$ cat config.mk
export PLATFORM = sky130hd
export DESIGN_NAME = gapped_run_finder
export DESIGN_NICKNAME = d
export VERILOG_FILES = /design/src/design/grf_pkg.sv /design/src/design/grf_run_tracker.sv /design/src/design/gapped_run_finder.sv
export SDC_FILE = /design/constraint.sdc
export NUM_CORES = 1
export LEC_CHECK = 0
export BUFFER_PORTS_ARGS = -buffer_cell sky130_fd_sc_hd__buf_2
export CORE_ASPECT_RATIO = 1.75
export CORE_UTILIZATION = 35
export CTS_CLUSTER_DIAMETER = 150
export DETAILED_ROUTE_END_ITERATION = 6
export GPL_ROUTABILITY_DRIVEN = 1
export PLACE_DENSITY_LB_ADDON = 0.12
export RECOVER_POWER = 50
export SLEW_MARGIN = 40
export SYNTH_ARGS = -nofsm -noshare
export SYNTH_HDL_FRONTEND = slang
export SYNTH_HIERARCHICAL = 1
export SYNTH_SLANG_ARGS = --single-unit
$ cat constraint.sdc
create_clock -name aclk -period 11.1 [get_ports aclk]
set_clock_uncertainty 0.2 [all_clocks]
set_input_delay 1.11 -clock aclk [delete_from_list [all_inputs] [get_ports aclk]]
set_output_delay 1.11 -clock aclk [all_outputs]
set_load 0.01 [all_outputs]
$ cat src/design/grf_pkg.sv
// ----------------------------------------------------------------------------
// grf_pkg: shared types and constants of the gapped run finder
// Transaction payload structs, register indexes and counter limits.
// ----------------------------------------------------------------------------
`default_nettype none

package grf_pkg;

    localparam int unsigned CFG_W   = 9;
    localparam int unsigned COUNT_W = 9;
    localparam int unsigned DOC_W   = 32;
    localparam int unsigned POS8_W  = 8;

    localparam logic [COUNT_W-1:0] COUNT_SAT = 9'd511;

    localparam logic [CFG_W-1:0] HIT_CAP_RESET     = 9'd16;
    localparam logic [CFG_W-1:0] MIN_HIT_LEN_RESET = 9'd3;

    typedef enum logic [0:0] {
        REG_HIT_CAP     = 1'b0,
        REG_MIN_HIT_LEN = 1'b1
    } reg_index_t;

    typedef struct packed {
        logic [DOC_W-1:0] doc_id;
        logic             pos_bit;
        logic             end_of_doc;
        logic             end_of_scan;
    } in_item_t;

    typedef struct packed {
        logic [DOC_W-1:0]   best_doc_id;
        logic [POS8_W-1:0]  first_pos;
        logic [POS8_W-1:0]  last_pos;
        logic [COUNT_W-1:0] hit_count;
        logic               found;
    } out_item_t;

endpackage

`default_nettype wire

$ cat src/design/grf_run_tracker.sv
// ----------------------------------------------------------------------------
// grf_run_tracker: run tracking and best-run selection
// Updates the open and best runs for one bitmap bit per enabled cycle unless
// frozen, and forms the report from the state left after that bit.
// ----------------------------------------------------------------------------
`default_nettype none

module grf_run_tracker #(
    parameter int unsigned POSITIONS = 256
) (
    input  wire                          aclk,
    input  wire                          aresetn,
    input  wire                          en,
    input  grf_pkg::in_item_t            item,
    input  wire [grf_pkg::CFG_W-1:0]     hit_cap,
    input  wire [grf_pkg::CFG_W-1:0]     min_hit_len,
    output grf_pkg::out_item_t           result
);
    import grf_pkg::*;

    localparam int unsigned PW = (POSITIONS > 2) ? $clog2(POSITIONS) : 1;
    localparam int unsigned EW = PW + 8;
    localparam logic [PW-1:0] LAST_POS = PW'(POSITIONS - 1);

    logic [PW-1:0]      pos_reg, pos_next;
    logic [COUNT_W-1:0] cur_count_reg, cur_count_next;
    logic [POS8_W-1:0]  cur_start_reg, cur_start_next;
    logic [POS8_W-1:0]  cur_clip_reg, cur_clip_next;
    logic               gap_reg, gap_next;
    logic [COUNT_W-1:0] best_count_reg, best_count_next;
    logic [POS8_W-1:0]  best_start_reg, best_start_next;
    logic [POS8_W-1:0]  best_clip_reg, best_clip_next;
    logic [DOC_W-1:0]   best_doc_reg, best_doc_next;
    logic               frozen_reg, frozen_next;

    logic [EW-1:0]      pos_ext;
    logic [POS8_W-1:0]  p8;
    logic [COUNT_W-1:0] run_count;
    logic [POS8_W-1:0]  run_start;
    logic [POS8_W-1:0]  run_clip;
    logic               doc_end;
    logic               close_run;
    logic [COUNT_W-1:0] hits;

    assign pos_ext = EW'(pos_reg);
    assign p8      = pos_ext[POS8_W-1:0];

    always_comb begin
        run_count = cur_count_reg;
        run_start = cur_start_reg;
        run_clip  = cur_clip_reg;
        if (item.pos_bit) begin
            if (cur_count_reg == '0) begin
                run_start = p8;
            end
            if (cur_count_reg < hit_cap) begin
                run_clip = p8;
            end
            if (cur_count_reg != COUNT_SAT) begin
                run_count = cur_count_reg + COUNT_W'(1);
            end
        end
    end

    assign doc_end   = item.end_of_doc || item.end_of_scan || (pos_reg == LAST_POS);
    assign close_run = doc_end || (!item.pos_bit && gap_reg);

    always_comb begin
        pos_next        = pos_reg;
        cur_count_next  = cur_count_reg;
        cur_start_next  = cur_start_reg;
        cur_clip_next   = cur_clip_reg;
        gap_next        = gap_reg;
        best_count_next = best_count_reg;
        best_start_next = best_start_reg;
        best_clip_next  = best_clip_reg;
        best_doc_next   = best_doc_reg;
        frozen_next     = frozen_reg;
        if (!frozen_reg) begin
            cur_count_next = run_count;
            cur_start_next = run_start;
            cur_clip_next  = run_clip;
            gap_next       = !item.pos_bit && !doc_end;
            pos_next       = doc_end ? '0 : pos_reg + PW'(1);
            if (close_run) begin
                if (run_count > best_count_reg) begin
                    best_count_next = run_count;
                    best_start_next = run_start;
                    best_clip_next  = run_clip;
                    best_doc_next   = item.doc_id;
                end
                cur_count_next = '0;
                cur_start_next = '0;
                cur_clip_next  = '0;
            end
            frozen_next = doc_end && (best_count_next > hit_cap);
        end
    end

    assign hits = (best_count_next < hit_cap) ? best_count_next : hit_cap;

    always_comb begin
        result.best_doc_id = best_doc_next;
        result.first_pos   = (best_count_next != '0) ? best_start_next : '0;
        result.last_pos    = (hits != '0) ? best_clip_next : '0;
        result.hit_count   = hits;
        result.found       = (best_count_next >= min_hit_len);
    end

    always_ff @(posedge aclk) begin
        if (!aresetn || (en && item.end_of_scan)) begin
            pos_reg        <= '0;
            cur_count_reg  <= '0;
            cur_start_reg  <= '0;
            cur_clip_reg   <= '0;
            gap_reg        <= 1'b0;
            best_count_reg <= '0;
            best_start_reg <= '0;
            best_clip_reg  <= '0;
            best_doc_reg   <= '0;
            frozen_reg     <= 1'b0;
        end else if (en) begin
            pos_reg        <= pos_next;
            cur_count_reg  <= cur_count_next;
            cur_start_reg  <= cur_start_next;
            cur_clip_reg   <= cur_clip_next;
            gap_reg        <= gap_next;
            best_count_reg <= best_count_next;
            best_start_reg <= best_start_next;
            best_clip_reg  <= best_clip_next;
            best_doc_reg   <= best_doc_next;
            frozen_reg     <= frozen_next;
        end
    end

endmodule

`default_nettype wire

$ cat src/design/gapped_run_finder.sv
// Report: an end-of-scan transaction is held in the input register, and its report
// is loaded into the output register once that register is empty or m_ready is high.
// Throughput: one bitmap bit per cycle; the input register refills while a
// report waits in the output register, and only an end-of-scan bit waits for it.
// Reset: aresetn is synchronous and active low; it clears run state, both
// pipeline valids, and sets the hit cap to 16 and min_hit_len to 3.
// ----------------------------------------------------------------------------
// gapped_run_finder: longest gapped run of set bits across document bitmaps
// Input register, run tracker and report register, with configuration
// registers written through a plain write port.
// ----------------------------------------------------------------------------
`default_nettype none

module gapped_run_finder #(
    parameter int unsigned POSITIONS = 256
) (
    input  wire                          aclk,
    input  wire                          aresetn,
    input  wire                          s_valid,
    output logic                         s_ready,
    input  grf_pkg::in_item_t            s_data,
    output logic                         m_valid,
    input  wire                          m_ready,
    output grf_pkg::out_item_t           m_data,
    input  wire                          cfg_we,
    input  wire                          cfg_addr,
    input  wire [grf_pkg::CFG_W-1:0]     cfg_wdata
);
    import grf_pkg::*;

    logic             in_valid_reg, in_valid_next;
    in_item_t         in_data_reg;
    logic             out_valid_reg, out_valid_next;
    out_item_t        out_data_reg;
    logic [CFG_W-1:0] hit_cap_reg;
    logic [CFG_W-1:0] min_hit_len_reg;
    logic             advance;
    out_item_t        result;

    assign advance = in_valid_reg && (!in_data_reg.end_of_scan || !out_valid_reg || m_ready);
    assign s_ready = !in_valid_reg || advance;

    always_comb begin
        in_valid_next = in_valid_reg;
        if (s_valid && s_ready) begin
            in_valid_next = 1'b1;
        end else if (advance) begin
            in_valid_next = 1'b0;
        end
    end

    always_comb begin
        out_valid_next = out_valid_reg;
        if (advance && in_data_reg.end_of_scan) begin
            out_valid_next = 1'b1;
        end else if (m_ready) begin
            out_valid_next = 1'b0;
        end
    end

    always_ff @(posedge aclk) begin
        if (!aresetn) begin
            in_valid_reg  <= 1'b0;
            out_valid_reg <= 1'b0;
        end else begin
            in_valid_reg  <= in_valid_next;
            out_valid_reg <= out_valid_next;
        end
    end

    always_ff @(posedge aclk) begin
        if (s_valid && s_ready) begin
            in_data_reg <= s_data;
        end
        if (advance && in_data_reg.end_of_scan) begin
            out_data_reg <= result;
        end
    end

    always_ff @(posedge aclk) begin
        if (!aresetn) begin
            hit_cap_reg     <= HIT_CAP_RESET;
            min_hit_len_reg <= MIN_HIT_LEN_RESET;
        end else if (cfg_we) begin
            unique case (reg_index_t'(cfg_addr))
                REG_HIT_CAP:     hit_cap_reg     <= cfg_wdata;
                REG_MIN_HIT_LEN: min_hit_len_reg <= cfg_wdata;
                default: ;
            endcase
        end
    end

    grf_run_tracker #(
        .POSITIONS(POSITIONS)
    ) u_tracker (
        .aclk       (aclk),
        .aresetn    (aresetn),
        .en         (advance),
        .item       (in_data_reg),
        .hit_cap    (hit_cap_reg),
        .min_hit_len(min_hit_len_reg),
        .result     (result)
    );

    assign m_valid = out_valid_reg;
    assign m_data  = out_data_reg;

endmodule

`default_nettype wire

---- Word-level counts from Yosys, hierarchy flattened ----
Index checks and enable logic that the tools add are counted.
storage, ports and cells
  input bits .............................. 50
  output and inout bits ................... 60
  bits in registers ....................... 205
  logic and storage cells ................. 90
operators by class
  reduce and logical (&&, ||, !) cells .... 27
  $add $sub $neg .......................... 2
  magnitude comparators ................... 5
  equality and inequality tests ........... 2
  bitwise gates (word level) .............. 2
  mux-type cells .......................... 29
operator list
  kind                                                            count
  8-bit 2-to-1 mux                                                13
  32-bit 2-to-1 mux                                               3
  9-bit 2-to-1 mux                                                8
  9-bit greater-than comparator                                   2
  9-bit < comparator                                              2
  9-bit nonzero test                                              2
  9-bit by 1-bit adder with 9-bit output (second input constant)  1
  9-bit >= comparator                                             1
  9-bit zero test                                                 1
  9-bit != test (second input constant)                           1
  8-bit by 1-bit adder with 8-bit output (second input constant)  1
  8-bit equality test (second input constant)                     1
  1-bit logical OR                                                7
  1-bit logical AND                                               6
  1-bit zero test                                                 6
  2-bit AND reduction                                             3
  1-bit 2-to-1 mux                                                5
  2-bit nonzero test                                              2
  1-bit inverter                                                  2

---- Longest topological paths before layout ----
  depth after elaboration ................. 11
  gate-level depth with buffers ........... 23
  gate-level depth less buffers ........... 21

---- Cells and area by module ----
The synthesis kept the hierarchy.
by module, submodules not included
  module             sequential area each (um2)  cells each  area each (um2)  instances
  grf_run_tracker    1841.8                      673         5965.7           1
  gapped_run_finder  3193.1                      186         3563.4           1

---- Worst setup path before layout ----
No wires, ideal clock.
  kind .................................... register to register
  start point ............................. register u_tracker.cur_count_reg[0]
  end point ............................... register out_data_reg, in the netlist m_data[10], data pin
  stages on the path, launching flop included .. 22
  required time ........................... 10.629 ns
  buffers on the path ..................... 2
  slack ................................... 5.991 ns
  library setup time ...................... 0.271 ns
  data arrival time ....................... 4.638 ns
  clock period less this slack ............ 5.109 ns
  cells stage by stage .................... dfxtp_1 ha_1 and4_1 nand3_1 and4_1 or2_2 ha_1 nand4_1 nor3_1 nor3_4 and2_4 buf_6 buf_6 o21ai_1 ha_1 a21oi_1 o21ai_0 a21oi_1 o21ai_0 a22o_1 a31oi_4 a211oi_2
on the way
  word-level cells in the longest chain between the ends .. 11
  elaborated cells between the ends (all ways) .. 18
  classes of those cells .................. add/sub: 1; order compare: 3; eq/ne: 1; mux: 12; reduce/logical: 1
RTL lines
  what                                                                     line                                          RTL
  from (decl)                                                              grf_run_tracker.sv:26                         logic [COUNT_W-1:0] cur_count_reg, cur_count_next;
  from (signal assigned)                                                   grf_run_tracker.sv:124                        cur_count_reg <= cur_count_next;
  9-bit by 1-bit adder with 9-bit output or 9-bit != test (tied branches)  grf_run_tracker.sv:60, grf_run_tracker.sv:59
  9-bit 2-to-1 mux                                                         grf_run_tracker.sv:59                         if (cur_count_reg != COUNT_SAT) begin
  9-bit 2-to-1 mux *                                                       grf_run_tracker.sv:52                         if (item.pos_bit) begin
  9-bit greater-than comparator                                            grf_run_tracker.sv:86                         if (run_count > best_count_reg) begin
  9-bit 2-to-1 mux *                                                       grf_run_tracker.sv:86
  9-bit 2-to-1 mux *                                                       grf_run_tracker.sv:85                         if (close_run) begin
  9-bit 2-to-1 mux * (2 in series)                                         grf_run_tracker.sv:79                         if (!frozen_reg) begin
  named net u_tracker.best_count_next[2]                                   grf_run_tracker.sv:30                         logic [COUNT_W-1:0] best_count_reg, best_count_next;
  9-bit < comparator                                                       grf_run_tracker.sv:100                        assign hits = (best_count_next < hit_cap) ? best_count_next : hit_cap;
  9-bit 2-to-1 mux *                                                       grf_run_tracker.sv:100
  9-bit nonzero test *                                                     grf_run_tracker.sv:105                        result.last_pos = (hits != '0) ? best_clip_next : '0;
  to (signal assigned)                                                     gapped_run_finder.sv:76                       out_data_reg <= result;
  to (decl)                                                                gapped_run_finder.sv:34                       out_item_t out_data_reg;
Mark *: on every way through the listed nets, which the timed path passes. The rest lies on a longest branch. The select of a mux whose other input is x is not followed.
A chain may end at the register's enable or synchronous reset.

---- Worst setup path in the final report ----
  start point ............................. register u_tracker.cur_count_reg[1]
  end point ............................... register out_data_reg, in the netlist m_data[17], data pin
Same word-level chain as after synthesis.

==> results.txt <==
----------------------------------------------------
[CTS]
  Insertion delay of the later-clocked pin in the worst-skew pair ... 0.52 ns
  Worst-path clk slew ... approximately 0.060 ns
  Maximum count of clock buffers along a single path ... 3
  Count of instances resized after the clock tree is built ... 0
  Post CTS Setup Buffer Count ... 0
  Buffer cell driving the clock tree root ... sky130_fd_sc_hd__clkbuf_16
  Number of clock sinks ... approximately 210
  TritonCTS clock tree ... built
  H-tree level count ... 1
  Num CTS Buffers ... 21
  Hold buffer count at CTS ... 0

[Synth]
  Ranking of synthesized cells by instance count ... 112 x sky130_fd_sc_hd__dfxtp_1, 103 x sky130_fd_sc_hd__nor2_1, 93 x sky130_fd_sc_hd__edfxtp_1
  Synthesized net count ... roughly 960
  Async set-reset flop share out of synthesis ... 0%
  Number of enable flip-flop cells after synthesis ... 93
  Most frequently used flop master after synthesis ... sky130_fd_sc_hd__dfxtp_1
  Most area-consuming cells after synthesis ... sky130_fd_sc_hd__edfxtp_1 29%, sky130_fd_sc_hd__dfxtp_1 24%, sky130_fd_sc_hd__ha_1 6.0%
  Yosys cell types ... 64
  Cells after Synth ... ~860
  Post-synth top area share ... between 20% and 30%
  Largest area contributor in the synthesized netlist ... sky130_fd_sc_hd__edfxtp_1
  Library cell with the highest instance count after synthesis ... sky130_fd_sc_hd__dfxtp_1
  Synth Area per Inst ... roughly 11 um2
  Yosys warnings ... 6
  Mapped Area ... ~9500 um2
  Proportion of synthesized chip area in sequential cells ... 52.84%
  Flip-flop and latch count after synthesis ... 205

[Floorplan]
  Die extent in y ... 220.3 um
  Initial core utilization ... between 30% and 40%
  Io pins ... 110
  CORE AREA ... approximately 27000 um2
  Die outline area ... ~28000 um2
  Die Wd ... between 100 and 150 um
  Row Count ... 79

[Worst setup path]
  Critical path endpoint category ... register
  Largest fanout of any net on the critical path ... 12
  Critical Setup Path Class ... register to register
  Arrival @ worst endpoint ... 6.09 ns
  CP required ... 11.13 ns
  Type of origin of the critical path ... register

[Timing]
  Worst rel slew slack ... -81.55%
  RSZ-0062 raised after global routing ... no
  Worst setup slack after layout ... around 5.0 ns
  Number of slew-limit violations in the final report ... 97
  Final worst path period share ... a little over half
  Top achievable clock speed ... 0.1650 GHz
  Total of endpoints with negative setup slack in the final report ... 0
  Transition time at the pin with the least slew margin ... 2.723 ns
  Final-layout setup total negative slack ... 0 ns
  Crit path time final ... slightly above 6 ns
  Final number of hold-violating endpoints ... 0

[Min path]
  Type of the most critical hold path ... register to register

[GRT]
  Number of antenna violations at the first check in global routing ... 0
  Number of global-route vias before repair ... between 6000 and 7000
  Total grt overflow ... 0
  Pin count of the biggest net entering global routing ... 70
  Wire length of the first global-routing pass ... 37090 um
  Combined global-route utilization of all metal layers ... between 15 and 20%

[Final layout]
  Finished layout cell area ... roughly 11000 um2
  Number of flip-flops in the largest register ... slightly below 60
  Antenna Cells ... 0
  Post-route non-filler standard cell count ... approximately 1300
  Ratio of cells with drive above 1 in the final layout ... between 15 and 20%
  Net count of the finished layout ... approximately 1000
  Layout-stage area growth over the synthesis result ... 15.20%

[Detailed routing]
  Sum of routed wire length over all layers ... about 24000 um
  Residual antenna-violating net count after detailed routing ... 0
  DRC marker count from the first detailed-route iteration ... 330
  Vias/cell ... 5.261
  Residual DRC count ... 0
  Vias ... 6792
  Average detailed-routed wire length per instance ... 18.65 um
  First-pass iteration count of the detailed router ... 5

[Placement]
  Final HPWL from detailed placement ... 17070 um
  Final GP Congestion ... approximately 0.89
  Count of buffers from port buffering ... 109
  Cell Count Post-Placement ... roughly 1300
  Standard cell area after detailed placement ... between 10000 and 15000 um2
  Pre-CTS worst setup slack ... around 5 ns

[Power]
  Seq pwr share ... between 40% and 50%
  Logic pwr share ... around a tenth
  Leakage power ... ~4.1 nW
  Power per unit of standard cell area ... ~160 nW/um2
  Clock share of power ... between 40 and 50%
  Switching share of power ... about a quarter
  Worst-case vdd ir drop ... a little under 0.1 mV
  Power spent charging and discharging nets ... 0.4167 mW
  Power Internal ... 1.350 mW

[Run]
  Max-capacitance violation count ... 3

[Run status]
  Result of the run ... complete, but fails checks
  Failing checks ... capacitance limit, slew limit

----------------------------------------------------
-- kinds of logic (layout without fill, tap and decap cells) --
logic type / after synthesis / after routing / share of synthesized area (%)
mux: 99 / 99 / 11.40
simple gates: 252 / 252 / 12.46
buf+inv: 77 / 185 / 3.729
xor+xnor: 7 / 7 / 0.6434
flops: 205 / 205 / 52.84
compound gates: 173 / 173 / 12.89
fa+ha+maj: 46 / 46 / 6.040
-- power by group through the flow --
stage	Combinational, mW	Clock [mW]	Sequential [mW]
floorplan	0.124	0	0.851
global placement	0.176	0	0.850
detailed placement	0.176	0	0.850
CTS	0.177	0.786	0.834
global route	0.190	0.809	0.837
finish	0.171	0.761	0.835
-- path summary, 6_finish.rpt --
path,startpoint,endpoint,slack [ns],cells past startpoint
worst max register to register,u_tracker/cur_count_reg[1]$_SDFFE_PP0P_,m_data[17]$_DFFE_PP_,5.04,19
worst max-delay path,u_tracker/cur_count_reg[1]$_SDFFE_PP0P_,m_data[17]$_DFFE_PP_,5.04,19
worst min-delay path,min_hit_len_reg[5]$_SDFFE_PN0P_,min_hit_len_reg[5]$_SDFFE_PN0P_,0.27,2
worst min register to register,min_hit_len_reg[5]$_SDFFE_PN0P_,min_hit_len_reg[5]$_SDFFE_PN0P_,0.27,2
-- worst max-delay path, cell delays in order (launching register included) --
cell and delay, ns:
sky130_fd_sc_hd__dfxtp_1 0.48, sky130_fd_sc_hd__ha_1 0.31, sky130_fd_sc_hd__and4_1 0.24, sky130_fd_sc_hd__nand3_1 0.10, sky130_fd_sc_hd__and4_1 0.24, sky130_fd_sc_hd__or2_2 0.32, sky130_fd_sc_hd__ha_1 0.28, sky130_fd_sc_hd__nand4_1 0.12
sky130_fd_sc_hd__nor3_1 0.24, sky130_fd_sc_hd__a2111o_1 0.35, sky130_fd_sc_hd__a21o_1 0.18, sky130_fd_sc_hd__a21boi_0 0.66, sky130_fd_sc_hd__ha_1 0.39, sky130_fd_sc_hd__a21oi_1 0.13, sky130_fd_sc_hd__o21ai_0 0.13, sky130_fd_sc_hd__a21oi_1 0.48
sky130_fd_sc_hd__o21ai_0 0.18, sky130_fd_sc_hd__a22o_1 0.27, sky130_fd_sc_hd__a31oi_4 0.40, sky130_fd_sc_hd__a211oi_2 0.06
-- layout by cell type (no fill, tap or decap), types with 9 or more instances in the layout --
| master | instances |
|---|---|
| sky130_fd_sc_hd__a211oi_1 | 20 |
| sky130_fd_sc_hd__a21boi_0 | 19 |
| sky130_fd_sc_hd__a21oi_1 | 35 |
| sky130_fd_sc_hd__a22o_1 | 9 |
| sky130_fd_sc_hd__a22oi_1 | 15 |
| sky130_fd_sc_hd__buf_2 | 44 |
| sky130_fd_sc_hd__clkbuf_1 | 72 |
| sky130_fd_sc_hd__clkbuf_16 | 21 |
| sky130_fd_sc_hd__dfxtp_1 | 112 |
| sky130_fd_sc_hd__edfxtp_1 | 93 |
| sky130_fd_sc_hd__ha_1 | 46 |
| sky130_fd_sc_hd__inv_1 | 32 |
| sky130_fd_sc_hd__mux2_2 | 32 |
| sky130_fd_sc_hd__mux2_4 | 11 |
| sky130_fd_sc_hd__mux2i_1 | 56 |
| sky130_fd_sc_hd__nand2_1 | 66 |
| sky130_fd_sc_hd__nand3_1 | 16 |
| sky130_fd_sc_hd__nor2_1 | 102 |
| sky130_fd_sc_hd__nor3_1 | 10 |
| sky130_fd_sc_hd__o21ai_0 | 28 |
| sky130_fd_sc_hd__o21ai_1 | 9 |
-- per-layer routing --
metal	GRT usage, %	wire length, um	share of wire (%)
met1	18.09	9138	38
met2	34.38	13220	55
met3	1.934	709	2.9
met4	8.889	1008	4.2
met5	0	0	0
-- final cells by class --
type,count,area [um2]
timing repair buffer,115,513.0
tap,324,405.4
multi-input combinational,577,4170
inverter,32,120.1
clock inverter,9,148.9
fill,2670,15710
sequential,205,5035
clock buffer,29,585.6
-- per-stage QoR --
step                util, %  power (mW)  hold WS [ns]
global placement      38.66       1.026        0.2449
floorplan                 -      0.9750        0.2351
CTS                   41.44       1.797        0.2566
detailed placement    38.69       1.026        0.2484
global route          41.13       1.836        0.2888
finish                41.13       1.767        0.2659
Note: power is estimated with default switching activity, not from simulation.
